===== config.mk =====
export PLATFORM = sky130hd
export DESIGN_NAME = c_style_token_scanner
export DESIGN_NICKNAME = d
export VERILOG_FILES = /design/src/rtl/cscan_pkg.sv /design/src/rtl/cscan_front.sv /design/src/rtl/cscan_back.sv /design/src/rtl/c_style_token_scanner.sv
export SDC_FILE = /design/constraint.sdc
export NUM_CORES = 1
export LEC_CHECK = 0
export ABC_AREA = 0
export BUFFER_PORTS_ARGS = -buffer_cell sky130_fd_sc_hd__buf_4
export CAP_MARGIN = 20
export CORE_UTILIZATION = 56
export DETAILED_ROUTE_END_ITERATION = 10
export PLACE_DENSITY = 0.77
export SYNTH_ARGS = -nofsm -noshare
export SYNTH_HDL_FRONTEND = slang
export SYNTH_SLANG_ARGS = --single-unit

===== constraint.sdc =====
create_clock -name clock -period 4.7 [get_ports clock]
set_input_delay 0.94 -clock clock [delete_from_list [all_inputs] [get_ports clock]]
set_output_delay 0.94 -clock clock [all_outputs]
set_load 0.02 [all_outputs]

===== src/rtl/cscan_pkg.sv =====
// ----------------------------------------------------------------------------
// cscan_pkg
// Types and constants shared by the token scanner modules.
// ----------------------------------------------------------------------------
package cscan_pkg;

   typedef enum logic [3:0] {
      MODE_IDLE  = 4'd0,
      MODE_SLASH = 4'd1,
      MODE_LINEC = 4'd2,
      MODE_BLOCK = 4'd3,
      MODE_BSTAR = 4'd4,
      MODE_IDENT = 4'd5,
      MODE_NUM   = 4'd6,
      MODE_QUOTE = 4'd7,
      MODE_QESC  = 4'd8,
      MODE_EQ    = 4'd9,
      MODE_EQGT  = 4'd10,
      MODE_COLON = 4'd11
   } mode_type;

   localparam logic [4:0] KIND_END    = 5'd0;
   localparam logic [4:0] KIND_IDENT  = 5'd1;
   localparam logic [4:0] KIND_NUMBER = 5'd2;
   localparam logic [4:0] KIND_STRING = 5'd3;
   localparam logic [4:0] KIND_CHAR   = 5'd4;
   localparam logic [4:0] KIND_LBRACE = 5'd5;
   localparam logic [4:0] KIND_RBRACE = 5'd6;
   localparam logic [4:0] KIND_LPAREN = 5'd7;
   localparam logic [4:0] KIND_RPAREN = 5'd8;
   localparam logic [4:0] KIND_LBRACK = 5'd9;
   localparam logic [4:0] KIND_RBRACK = 5'd10;
   localparam logic [4:0] KIND_SEMI   = 5'd11;
   localparam logic [4:0] KIND_COMMA  = 5'd12;
   localparam logic [4:0] KIND_DOT    = 5'd13;
   localparam logic [4:0] KIND_LT     = 5'd14;
   localparam logic [4:0] KIND_GT     = 5'd15;
   localparam logic [4:0] KIND_ARROW  = 5'd16;
   localparam logic [4:0] KIND_ARROW2 = 5'd17;
   localparam logic [4:0] KIND_SCOPE  = 5'd18;
   localparam logic [4:0] KIND_COLON  = 5'd19;
   localparam logic [4:0] KIND_OTHER  = 5'd20;

   localparam logic [7:0] CH_UNDER  = 8'h5F;
   localparam logic [7:0] CH_NL     = 8'h0A;
   localparam logic [7:0] CH_SLASH  = 8'h2F;
   localparam logic [7:0] CH_STAR   = 8'h2A;
   localparam logic [7:0] CH_DOT    = 8'h2E;
   localparam logic [7:0] CH_GT     = 8'h3E;
   localparam logic [7:0] CH_COLON  = 8'h3A;
   localparam logic [7:0] CH_BSLASH = 8'h5C;
   localparam logic [7:0] CH_DQUOTE = 8'h22;
   localparam logic [7:0] CH_SQUOTE = 8'h27;
   localparam logic [7:0] CH_EQ     = 8'h3D;

   localparam int SKIP_BITS = 16;

   // Byte classification from the front end to the scanner.
   typedef struct packed {
      logic [7:0] ch;
      logic       is_end;
      logic       is_space;
      logic       is_alpha;
      logic       is_digit;
      logic [4:0] punct_kind;
   } class_type;

   function automatic logic [4:0] punct_of(input logic [7:0] b);
      logic [4:0] k;
      begin
         unique case (b)
            8'h7B:   k = KIND_LBRACE;
            8'h7D:   k = KIND_RBRACE;
            8'h28:   k = KIND_LPAREN;
            8'h29:   k = KIND_RPAREN;
            8'h5B:   k = KIND_LBRACK;
            8'h5D:   k = KIND_RBRACK;
            8'h3B:   k = KIND_SEMI;
            8'h2C:   k = KIND_COMMA;
            CH_DOT:  k = KIND_DOT;
            8'h3C:   k = KIND_LT;
            CH_GT:   k = KIND_GT;
            default: k = KIND_OTHER;
         endcase
         return k;
      end
   endfunction

endpackage


===== src/rtl/cscan_front.sv =====
// ----------------------------------------------------------------------------
// cscan_front
// Accept text bytes, classify them and hold them in a two-entry queue.
// ----------------------------------------------------------------------------
module cscan_front (
   input  logic                  clock,
   input  logic                  reset,
   input  logic                  req_tvalid,
   output logic                  req_tready,
   input  logic [7:0]            req_tdata,
   output logic                  q_valid,
   input  logic                  q_take,
   output cscan_pkg::class_type  q_item
);
   cscan_pkg::class_type slot_ff [2];
   cscan_pkg::class_type slot_in;
   logic       rd_ff, wr_ff, rd_in, wr_in;
   logic [1:0] cnt_ff, cnt_in;
   logic       push, pop;

   always_comb begin
      slot_in.ch         = req_tdata;
      slot_in.is_end     = (req_tdata == 8'd0);
      slot_in.is_space   = (req_tdata == 8'h20) ||
                           (req_tdata >= 8'h09 && req_tdata <= 8'h0D);
      slot_in.is_alpha   = (req_tdata >= 8'h61 && req_tdata <= 8'h7A) ||
                           (req_tdata >= 8'h41 && req_tdata <= 8'h5A);
      slot_in.is_digit   = (req_tdata >= 8'h30 && req_tdata <= 8'h39);
      slot_in.punct_kind = cscan_pkg::punct_of(req_tdata);
   end

   assign req_tready = (cnt_ff != 2'd2);
   assign push   = req_tvalid && req_tready;
   assign q_valid = (cnt_ff != 2'd0);
   assign pop    = q_valid && q_take;
   assign q_item = slot_ff[rd_ff];
   assign rd_in  = rd_ff ^ pop;
   assign wr_in  = wr_ff ^ push;
   assign cnt_in = cnt_ff + {1'b0, push} - {1'b0, pop};

   always_ff @(posedge clock) begin
      if (reset) begin
         rd_ff  <= 1'b0;
         wr_ff  <= 1'b0;
         cnt_ff <= 2'd0;
      end else begin
         rd_ff  <= rd_in;
         wr_ff  <= wr_in;
         cnt_ff <= cnt_in;
      end
   end

   always_ff @(posedge clock) begin
      if (push) begin
         slot_ff[wr_ff] <= slot_in;
      end
   end
endmodule


===== src/rtl/cscan_back.sv =====
// ----------------------------------------------------------------------------
// cscan_back
// Scan classified bytes, track position and emit up to two tokens per byte.
// ----------------------------------------------------------------------------
module cscan_back #(
   parameter int OFFSET_BITS = 24,
   parameter int LINE_BITS   = 16,
   parameter int COLUMN_BITS = 12,
   parameter int LENGTH_BITS = 12
) (
   input  logic                  clock,
   input  logic                  reset,
   input  logic                  q_valid,
   output logic                  q_take,
   input  cscan_pkg::class_type  q_item,
   output logic                  tok_valid,
   input  logic                  tok_ready,
   output logic [4:0]            tok_kind,
   output logic [LINE_BITS-1:0]  tok_line,
   output logic [COLUMN_BITS-1:0] tok_column,
   output logic [OFFSET_BITS-1:0] tok_offset,
   output logic [LENGTH_BITS-1:0] tok_length,
   output logic [cscan_pkg::SKIP_BITS-1:0] tok_space,
   output logic                  tok_last
);
   localparam int SB = cscan_pkg::SKIP_BITS;
   localparam int TW = 5 + LINE_BITS + COLUMN_BITS + OFFSET_BITS + LENGTH_BITS + SB + 1;
   localparam logic [OFFSET_BITS-1:0] OMAX = '1;
   localparam logic [LINE_BITS-1:0]   LMAX = '1;
   localparam logic [COLUMN_BITS-1:0] CMAX = '1;
   localparam logic [LENGTH_BITS-1:0] NMAX = '1;
   localparam logic [SB-1:0]          SMAX = '1;

   cscan_pkg::mode_type mode_ff, mode_in;
   logic                  dq_ff, dq_in;
   logic [OFFSET_BITS-1:0] pos_ff, pos_in, so_ff, so_in;
   logic [LINE_BITS-1:0]   line_ff, line_in, sl_ff, sl_in;
   logic [COLUMN_BITS-1:0] col_ff, col_in, sc_ff, sc_in;
   logic [SB-1:0]          skip_ff, skip_in;
   logic [LENGTH_BITS-1:0] len_ff, len_in;

   // Output buffer: two slots hold the tokens of one byte.
   logic [TW-1:0] ob_ff [2];
   logic [1:0]    ocnt_ff;
   logic          ohead_ff;
   logic [TW-1:0] t0, t1;
   logic          e0, e1;

   logic [LENGTH_BITS-1:0] len_inc;
   logic [SB-1:0]          skip_inc, skip_inc2;
   logic [7:0] b;
   logic       rescan, do_step;
   logic [4:0] fk, k0, k1;
   logic [LENGTH_BITS-1:0] l0, l1;
   logic [SB-1:0]          s0, s1;
   logic [LINE_BITS-1:0]   sl1;
   logic [COLUMN_BITS-1:0] sc1;
   logic [OFFSET_BITS-1:0] so1;
   logic       last1;

   assign b         = q_item.ch;
   assign len_inc   = (len_ff == NMAX) ? NMAX : len_ff + 1'b1;
   assign skip_inc  = (skip_ff == SMAX) ? SMAX : skip_ff + 1'b1;
   assign skip_inc2 = (skip_inc == SMAX) ? SMAX : skip_inc + 1'b1;
   assign q_take    = (ocnt_ff == 2'd0) || (ocnt_ff == 2'd1 && tok_ready);
   assign do_step   = q_valid && q_take;

   // Kind of the open token on a flush.
   always_comb begin
      unique case (mode_ff)
         cscan_pkg::MODE_IDENT: fk = cscan_pkg::KIND_IDENT;
         cscan_pkg::MODE_NUM:   fk = cscan_pkg::KIND_NUMBER;
         cscan_pkg::MODE_QUOTE,
         cscan_pkg::MODE_QESC:  fk = dq_ff ? cscan_pkg::KIND_STRING : cscan_pkg::KIND_CHAR;
         cscan_pkg::MODE_EQGT:  fk = cscan_pkg::KIND_ARROW;
         cscan_pkg::MODE_COLON: fk = cscan_pkg::KIND_COLON;
         default:               fk = cscan_pkg::KIND_OTHER;
      endcase
   end

   always_comb begin
      logic open;
      open = (mode_ff == cscan_pkg::MODE_SLASH) || (mode_ff == cscan_pkg::MODE_IDENT) ||
             (mode_ff == cscan_pkg::MODE_NUM) || (mode_ff == cscan_pkg::MODE_QUOTE) ||
             (mode_ff == cscan_pkg::MODE_QESC) || (mode_ff == cscan_pkg::MODE_EQ) ||
             (mode_ff == cscan_pkg::MODE_EQGT) || (mode_ff == cscan_pkg::MODE_COLON);
      mode_in = mode_ff; dq_in = dq_ff; len_in = len_ff; skip_in = skip_ff;
      sl_in = sl_ff; sc_in = sc_ff; so_in = so_ff;
      pos_in = (pos_ff == OMAX) ? OMAX : pos_ff + 1'b1;
      line_in = line_ff;
      col_in  = (col_ff == CMAX) ? CMAX : col_ff + 1'b1;
      if (b == cscan_pkg::CH_NL) begin
         line_in = (line_ff == LMAX) ? LMAX : line_ff + 1'b1;
         col_in  = {{(COLUMN_BITS-1){1'b0}}, 1'b1};
      end
      e0 = 1'b0; k0 = fk; l0 = len_ff; s0 = skip_ff;
      e1 = 1'b0; k1 = cscan_pkg::KIND_OTHER; l1 = len_ff; s1 = skip_ff;
      sl1 = sl_ff; sc1 = sc_ff; so1 = so_ff;
      rescan = 1'b0;
      if (q_item.is_end) begin
         e0 = open;
         e1 = 1'b1; k1 = cscan_pkg::KIND_END; l1 = '0;
         s1 = open ? '0 : skip_ff;
         sl1 = line_ff; sc1 = col_ff; so1 = pos_ff;
         mode_in = cscan_pkg::MODE_IDLE; dq_in = 1'b0;
         pos_in = '0; line_in = {{(LINE_BITS-1){1'b0}}, 1'b1};
         col_in = {{(COLUMN_BITS-1){1'b0}}, 1'b1};
         so_in = '0; sl_in = {{(LINE_BITS-1){1'b0}}, 1'b1};
         sc_in = {{(COLUMN_BITS-1){1'b0}}, 1'b1};
         skip_in = '0; len_in = '0;
      end else begin
         unique case (mode_ff)
            cscan_pkg::MODE_SLASH: begin
               if (b == cscan_pkg::CH_SLASH || b == cscan_pkg::CH_STAR) begin
                  mode_in = (b == cscan_pkg::CH_SLASH) ? cscan_pkg::MODE_LINEC
                                                       : cscan_pkg::MODE_BLOCK;
                  skip_in = skip_inc2;
               end else begin
                  e0 = 1'b1; rescan = 1'b1;
               end
            end
            cscan_pkg::MODE_LINEC: begin
               if (b == cscan_pkg::CH_NL) mode_in = cscan_pkg::MODE_IDLE;
               skip_in = skip_inc;
            end
            cscan_pkg::MODE_BLOCK: begin
               if (b == cscan_pkg::CH_STAR) mode_in = cscan_pkg::MODE_BSTAR;
               skip_in = skip_inc;
            end
            cscan_pkg::MODE_BSTAR: begin
               if (b == cscan_pkg::CH_SLASH) mode_in = cscan_pkg::MODE_IDLE;
               else if (b != cscan_pkg::CH_STAR) mode_in = cscan_pkg::MODE_BLOCK;
               skip_in = skip_inc;
            end
            cscan_pkg::MODE_IDENT, cscan_pkg::MODE_NUM: begin
               if (q_item.is_alpha || q_item.is_digit || b == cscan_pkg::CH_UNDER ||
                   (mode_ff == cscan_pkg::MODE_NUM && b == cscan_pkg::CH_DOT)) begin
                  len_in = len_inc;
               end else begin
                  e0 = 1'b1; rescan = 1'b1;
               end
            end
            cscan_pkg::MODE_QUOTE: begin
               len_in = len_inc;
               if (b == cscan_pkg::CH_BSLASH) begin
                  mode_in = cscan_pkg::MODE_QESC;
               end else if (b == (dq_ff ? cscan_pkg::CH_DQUOTE : cscan_pkg::CH_SQUOTE)) begin
                  e0 = 1'b1; l0 = len_inc; mode_in = cscan_pkg::MODE_IDLE; skip_in = '0;
               end
            end
            cscan_pkg::MODE_QESC: begin
               len_in = len_inc; mode_in = cscan_pkg::MODE_QUOTE;
            end
            cscan_pkg::MODE_EQ: begin
               if (b == cscan_pkg::CH_GT) begin
                  len_in = len_inc; mode_in = cscan_pkg::MODE_EQGT;
               end else begin
                  e0 = 1'b1; rescan = 1'b1;
               end
            end
            cscan_pkg::MODE_EQGT, cscan_pkg::MODE_COLON: begin
               if ((mode_ff == cscan_pkg::MODE_EQGT && b == cscan_pkg::CH_GT) ||
                   (mode_ff == cscan_pkg::MODE_COLON && b == cscan_pkg::CH_COLON)) begin
                  e0 = 1'b1; l0 = len_inc;
                  k0 = (mode_ff == cscan_pkg::MODE_EQGT) ? cscan_pkg::KIND_ARROW2
                                                         : cscan_pkg::KIND_SCOPE;
                  mode_in = cscan_pkg::MODE_IDLE; skip_in = '0;
               end else begin
                  e0 = 1'b1; rescan = 1'b1;
               end
            end
            default: begin
               mode_in = cscan_pkg::MODE_IDLE; rescan = 1'b1;
            end
         endcase
         if (rescan) begin
            mode_in = cscan_pkg::MODE_IDLE;
            s1 = e0 ? '0 : skip_ff;
            skip_in = s1;
            if (q_item.is_space) begin
               skip_in = (s1 == SMAX) ? SMAX : s1 + 1'b1;
            end else begin
               sl_in = line_ff; sc_in = col_ff; so_in = pos_ff;
               sl1 = line_ff; sc1 = col_ff; so1 = pos_ff;
               len_in = {{(LENGTH_BITS-1){1'b0}}, 1'b1};
               l1 = len_in;
               if (b == cscan_pkg::CH_SLASH) mode_in = cscan_pkg::MODE_SLASH;
               else if (q_item.is_alpha || b == cscan_pkg::CH_UNDER)
                  mode_in = cscan_pkg::MODE_IDENT;
               else if (q_item.is_digit) mode_in = cscan_pkg::MODE_NUM;
               else if (b == cscan_pkg::CH_DQUOTE || b == cscan_pkg::CH_SQUOTE) begin
                  mode_in = cscan_pkg::MODE_QUOTE;
                  dq_in = (b == cscan_pkg::CH_DQUOTE);
               end else if (b == cscan_pkg::CH_EQ) mode_in = cscan_pkg::MODE_EQ;
               else if (b == cscan_pkg::CH_COLON) mode_in = cscan_pkg::MODE_COLON;
               else begin
                  e1 = 1'b1; k1 = q_item.punct_kind; skip_in = '0;
               end
            end
         end
      end
      last1 = 1'b1;
      t0 = {k0, sl_ff, sc_ff, so_ff, l0, s0, !e1};
      t1 = {k1, sl1, sc1, so1, l1, s1, last1};
   end

   always_ff @(posedge clock) begin
      if (reset) begin
         mode_ff <= cscan_pkg::MODE_IDLE;
         dq_ff   <= 1'b0;
         pos_ff  <= '0;
         line_ff <= {{(LINE_BITS-1){1'b0}}, 1'b1};
         col_ff  <= {{(COLUMN_BITS-1){1'b0}}, 1'b1};
         so_ff   <= '0;
         sl_ff   <= {{(LINE_BITS-1){1'b0}}, 1'b1};
         sc_ff   <= {{(COLUMN_BITS-1){1'b0}}, 1'b1};
         skip_ff <= '0;
         len_ff  <= '0;
      end else if (do_step) begin
         mode_ff <= mode_in; dq_ff <= dq_in; pos_ff <= pos_in;
         line_ff <= line_in; col_ff <= col_in; so_ff <= so_in;
         sl_ff <= sl_in; sc_ff <= sc_in; skip_ff <= skip_in; len_ff <= len_in;
      end
   end

   // Output slots: head at ohead_ff, load the byte's tokens in order.
   logic [1:0] ocnt_in;
   logic       ohead_in;
   always_comb begin
      ocnt_in = ocnt_ff; ohead_in = ohead_ff;
      if (tok_valid && tok_ready) begin
         ocnt_in = ocnt_ff - 2'd1; ohead_in = !ohead_ff;
      end
      if (do_step) begin
         ocnt_in = ocnt_in + {1'b0, e0} + {1'b0, e1};
      end
   end

   always_ff @(posedge clock) begin
      if (reset) begin
         ocnt_ff  <= 2'd0;
         ohead_ff <= 1'b0;
      end else begin
         ocnt_ff  <= ocnt_in;
         ohead_ff <= ohead_in;
      end
   end

   // A step only happens with the slots empty after this cycle's pop, so the
   // first new token always lands at the new head.
   always_ff @(posedge clock) begin
      if (do_step) begin
         if (e0 && e1) begin
            ob_ff[ohead_in]  <= t0;
            ob_ff[!ohead_in] <= t1;
         end else if (e0) begin
            ob_ff[ohead_in] <= t0;
         end else if (e1) begin
            ob_ff[ohead_in] <= t1;
         end
      end
   end

   assign tok_valid = (ocnt_ff != 2'd0);
   assign {tok_kind, tok_line, tok_column, tok_offset, tok_length, tok_space, tok_last} =
          ob_ff[ohead_ff];
endmodule


===== src/rtl/c_style_token_scanner.sv =====
// ----------------------------------------------------------------------------
// c_style_token_scanner
// Streaming C-style tokenizer: one text byte in, zero to two tokens out.
// ----------------------------------------------------------------------------
// Usage:
//  - req_ channel carries one source byte per item; a zero byte ends the text,
//    flushes any open token, emits an end token and resets position to the
//    first line, first column, offset zero.
//  - rsp_ channel carries one token per item; rsp_tlast marks the last token
//    caused by an input byte.
//  - A front stage classifies bytes into a two-entry queue; the scanner
//    behind it consumes one byte a cycle whenever its output slots are empty
//    or drain in that cycle, so with the receiver ready a byte that yields
//    at most one token keeps a rate of one byte per clock. A byte yielding two
//    tokens holds the scanner back while both output slots are full.
//  - Bytes are registered in the front queue and tokens in an output slot.
//  - When the receiver stalls, hold tokens in the output slots; the queue
//    then fills and req_tready drops.
//  - reset clears mode, counters and both queues.
// ----------------------------------------------------------------------------
module c_style_token_scanner #(
   parameter int OFFSET_BITS = 24,
   parameter int LINE_BITS   = 16,
   parameter int COLUMN_BITS = 12,
   parameter int LENGTH_BITS = 12
) (
   input  logic       clock,
   input  logic       reset,
   input  logic       req_tvalid,
   output logic       req_tready,
   input  logic [7:0] req_tdata,   // [7:0] text_byte
   output logic       rsp_tvalid,
   input  logic       rsp_tready,
   // token_kind, token_line, token_column, token_offset, token_length,
   // space_length, from the lowest bit up, zero-filled to whole bytes
   output logic [((5 + LINE_BITS + COLUMN_BITS + OFFSET_BITS + LENGTH_BITS + 16 + 7) / 8) * 8 - 1:0]
                      rsp_tdata,
   output logic       rsp_tlast
);
   localparam int DW = 5 + LINE_BITS + COLUMN_BITS + OFFSET_BITS + LENGTH_BITS + 16;
   localparam int PW = ((DW + 7) / 8) * 8;

   cscan_pkg::class_type q_item;
   logic q_valid, q_take;
   logic [4:0]             kind;
   logic [LINE_BITS-1:0]   line;
   logic [COLUMN_BITS-1:0] col;
   logic [OFFSET_BITS-1:0] offs;
   logic [LENGTH_BITS-1:0] len;
   logic [15:0]            space;

   // Accept and classify bytes.
   cscan_front u_front (
      .clock, .reset, .req_tvalid, .req_tready, .req_tdata,
      .q_valid, .q_take, .q_item
   );

   // Scan and emit tokens.
   cscan_back #(
      .OFFSET_BITS(OFFSET_BITS), .LINE_BITS(LINE_BITS),
      .COLUMN_BITS(COLUMN_BITS), .LENGTH_BITS(LENGTH_BITS)
   ) u_back (
      .clock, .reset, .q_valid, .q_take, .q_item,
      .tok_valid(rsp_tvalid), .tok_ready(rsp_tready),
      .tok_kind(kind), .tok_line(line), .tok_column(col), .tok_offset(offs),
      .tok_length(len), .tok_space(space), .tok_last(rsp_tlast)
   );

   assign rsp_tdata = {{(PW-DW){1'b0}}, space, len, offs, col, line, kind};
endmodule

==> run metrics <==
status finished, final reports clean; CTS max path bufs 3; Hold Crit Class flop to flop; fill count between 2,000 and 3,000; WL/cell 20.71 um; CP Data Required Time about 5.2 ns; post-synth cell types 91; Power Density 540.2 mW/mm^2; Largest stage delay, worst path 0.47 ns; io pins 103; Syn Inst Count 1,895; CP Cell Sequence or3b_1, a22o_1, nor2_1, o31ai_2, nor3_4, and2_1, ha_1, nand3_1, nor2_1, and3_1, o211ai_1, a211oi_1, or2_2, a21oi_1, a2111oi_0, a21o_1; initial core utilization 57.01%; Die ar. 0.03386 mm^2; height of the die 184 um; Yosys reg bits 350; core box area ~0.033 mm^2; 1st-iter DRT viols 1,715; hpwl dp roughly 33,000 um; crit path max fanout 11; first drt pass iteration count 5; final hold viol count 0; Std-Cell Rows 66; final wirelength 49,960 um; top_reg_cell synth edfxtp_1; antenna cells 0; Mapped Area about 0.019 mm^2; layout cells sized above 1 between 10% and 20%; YS warnings 0; Period Utilization, post-route 93.99%; clock sinks 350; drt drc 0; Worst EP arrival 4.89 ns; Via Count ~16,000; WS Path Type flop to flop; # nets final 1,967; cell mode on critical path nor2_1; R2R Path Start u_front.slot_ff[0][9]; CP max stage cell or3b_1; Max VDD drop 0.2930 mV; vias in the first global route 14,550; average cell area after synthesis 9.788 um^2; number of buffers created by CTS 37; max-slew violations 0; H-tree lvl count 2; clk_lat worst skew about 0.54 ns; commonest cells after routing, fill and taps aside 204 x edfxtp_1, 182 x nor2_1, 164 x nand2_1, 145 x buf_4, 144 x dfxtp_1; CTS root buffer clkbuf_16; first-pass GRT wire length roughly 78,000 um; overall global routing resource usage ~29%; CP endpoint kind flop; Setup Skew 0.02140 ns; Worst Setup SP u_front.slot_ff[0][9]; Fmax 0.2264 GHz; largest net degree at the start of global routing 77; Port Buf Inserts 99; hold_sp u_back.ob_ff[1][0]; initial antenna violation count 0; min cycle time layout 4.418 ns; P&R area growth vs syn 13.21%; CTS clk-pin slew, worst paths 0.06 ns; grt total ovfl 0; CTS tree done; commonest non-fill, non-tap cell in the layout edfxtp_1; WHS approximately 0.48 ns; MaxCap Viol Count 0; vias per cell ~6.4; GP Congestion slightly above 0.9; Routed Antenna Nets 0; ys async rst share 0%; post-layout util 64.54%; startpoint class of the critical path flop; Slew headroom approximately 30%; final setup fails 0; EDFF count, synth 204; Pleak 7.228 nW; Seq/Total Area, Yosys about half; setup TNS 0 ns; Worst-Margin Slew 1.050 ns; unrepaired setup endpoints after global routing false; die width roughly 180 um; # Post-CTS Setup Buffers 0
-- metal layers --
metal / up-vias / GRT usage, % / wire length, um
met1: 7512 / 39.95 / 20990
met4: 0 / 9.667 / 1238
met5: - / 0 / 0
met2: 758 / 47.26 / 23660
li1: 7191 / - / -
met3: 96 / 4.457 / 4071
-- flip-flops by register name, summed over array words and instances, names as in the netlist --
register and count:
u_front.slot_ff 34, u_back.ob_ff 172, u_front.rd_ff 1, u_front.wr_ff 1, u_back.line_ff 16, u_back.sc_ff 12, u_back.ohead_ff 1, u_back.s0 16
u_back.sl_ff 16, u_back.pos_ff 24, u_back.dq_ff 1, u_back.col_ff 12, u_back.so_ff 24, u_front.cnt_ff 2, u_back.len_ff 12, u_back.ocnt_ff 2
u_back.mode_ff 4
-- synth_stat cells (all sizes together), types with 14 or more instances --
cell type | count | area, um^2
a31oi | 21 | 131.4
nor3 | 47 | 262.8
o22ai | 14 | 87.58
clkbuf | 106 | 400.4
buf | 42 | 257.8
mux2 | 99 | 1115
and2 | 43 | 269.0
o31ai | 14 | 123.9
xnor2 | 18 | 157.7
nand3 | 53 | 270.3
nand2 | 166 | 625.6
a21oi | 142 | 725.7
dfxtp | 146 | 2923
and3 | 33 | 206.5
a211oi | 30 | 242.7
o21ai | 93 | 469.2
nand4 | 20 | 125.1
inv | 32 | 120.1
edfxtp | 204 | 6126
a22o | 97 | 849.6
nor2 | 188 | 715.7
a22oi | 61 | 457.9
-- final cells by class --
class / instances / area (um^2) / area share, %
Sequential cell: 350 / 9056 / 43.12
Multi-Input combinational cell: 1367 / 8792 / 41.87
Timing Repair Buffer: 153 / 1249 / 5.946
Clock buffer: 47 / 1015 / 4.832
Tap cell: 442 / 553.0 / 2.633
Clock inverter: 21 / 214.0 / 1.019
Inverter: 32 / 121.4 / 0.5779
-- logic make-up after synthesis --
family	Yosys count	synth area share [%]
adder cells (fa/ha/maj)	14	0.9848
flip-flops	350	48.78
buffers and inverters	180	4.196
AO/OA/AOI/OAI	565	20.92
AND/OR/NAND/NOR	650	17.32
XOR/XNOR	25	1.180
other	1	0.02022
multiplexers	110	6.604
-- metrics by stage --
step	power [W]	worst slack, ns	cells	instance area (um^2)
floorplan	0.006737	0.1119	1897	18560
global placement	0.008313	0.4466	2344	19770
detailed placement	0.008384	0.2315	2344	19770
CTS	0.01132	0.1803	2412	21000
global route	0.01180	0.01621	2412	21000
finish	0.01134	0.2824	2412	21000
-- power by group --
group	total, W	switching [W]	internal [W]
Clock	0.00295	0.00124	0.00171
Combinational	0.00433	0.00283	0.00150
Sequential	0.00406	0.000279	0.00378
-- worst max-delay path: cells and delay by family (launching register included) --
family | cells | cell delay [ns]
adders and majority gates | 1 | 0.21
and+or+nand+nor | 8 | 2.15
AOI/OAI and AO/OA | 7 | 1.53
DFF | 1 | 0.46
-- worst paths after layout --
check	to	cells after the start	slack, ns
hold reg to reg	u_back.ob_ff[1][0]	2	0.48
setup / recovery	u_back.s0[13]	16	0.28
hold / removal	u_back.ob_ff[1][0]	2	0.48
setup reg to reg	u_back.s0[13]	16	0.28
-- what timing repair did --
item / CTS / global route
hold buffers: 0 / 0
gates resized for setup: 0 / 2
endpoints found under the setup margin: 0 / 11
hold endpoints to repair: 0 / 0
No activity file was read; power rests on OpenSTA's default activity.
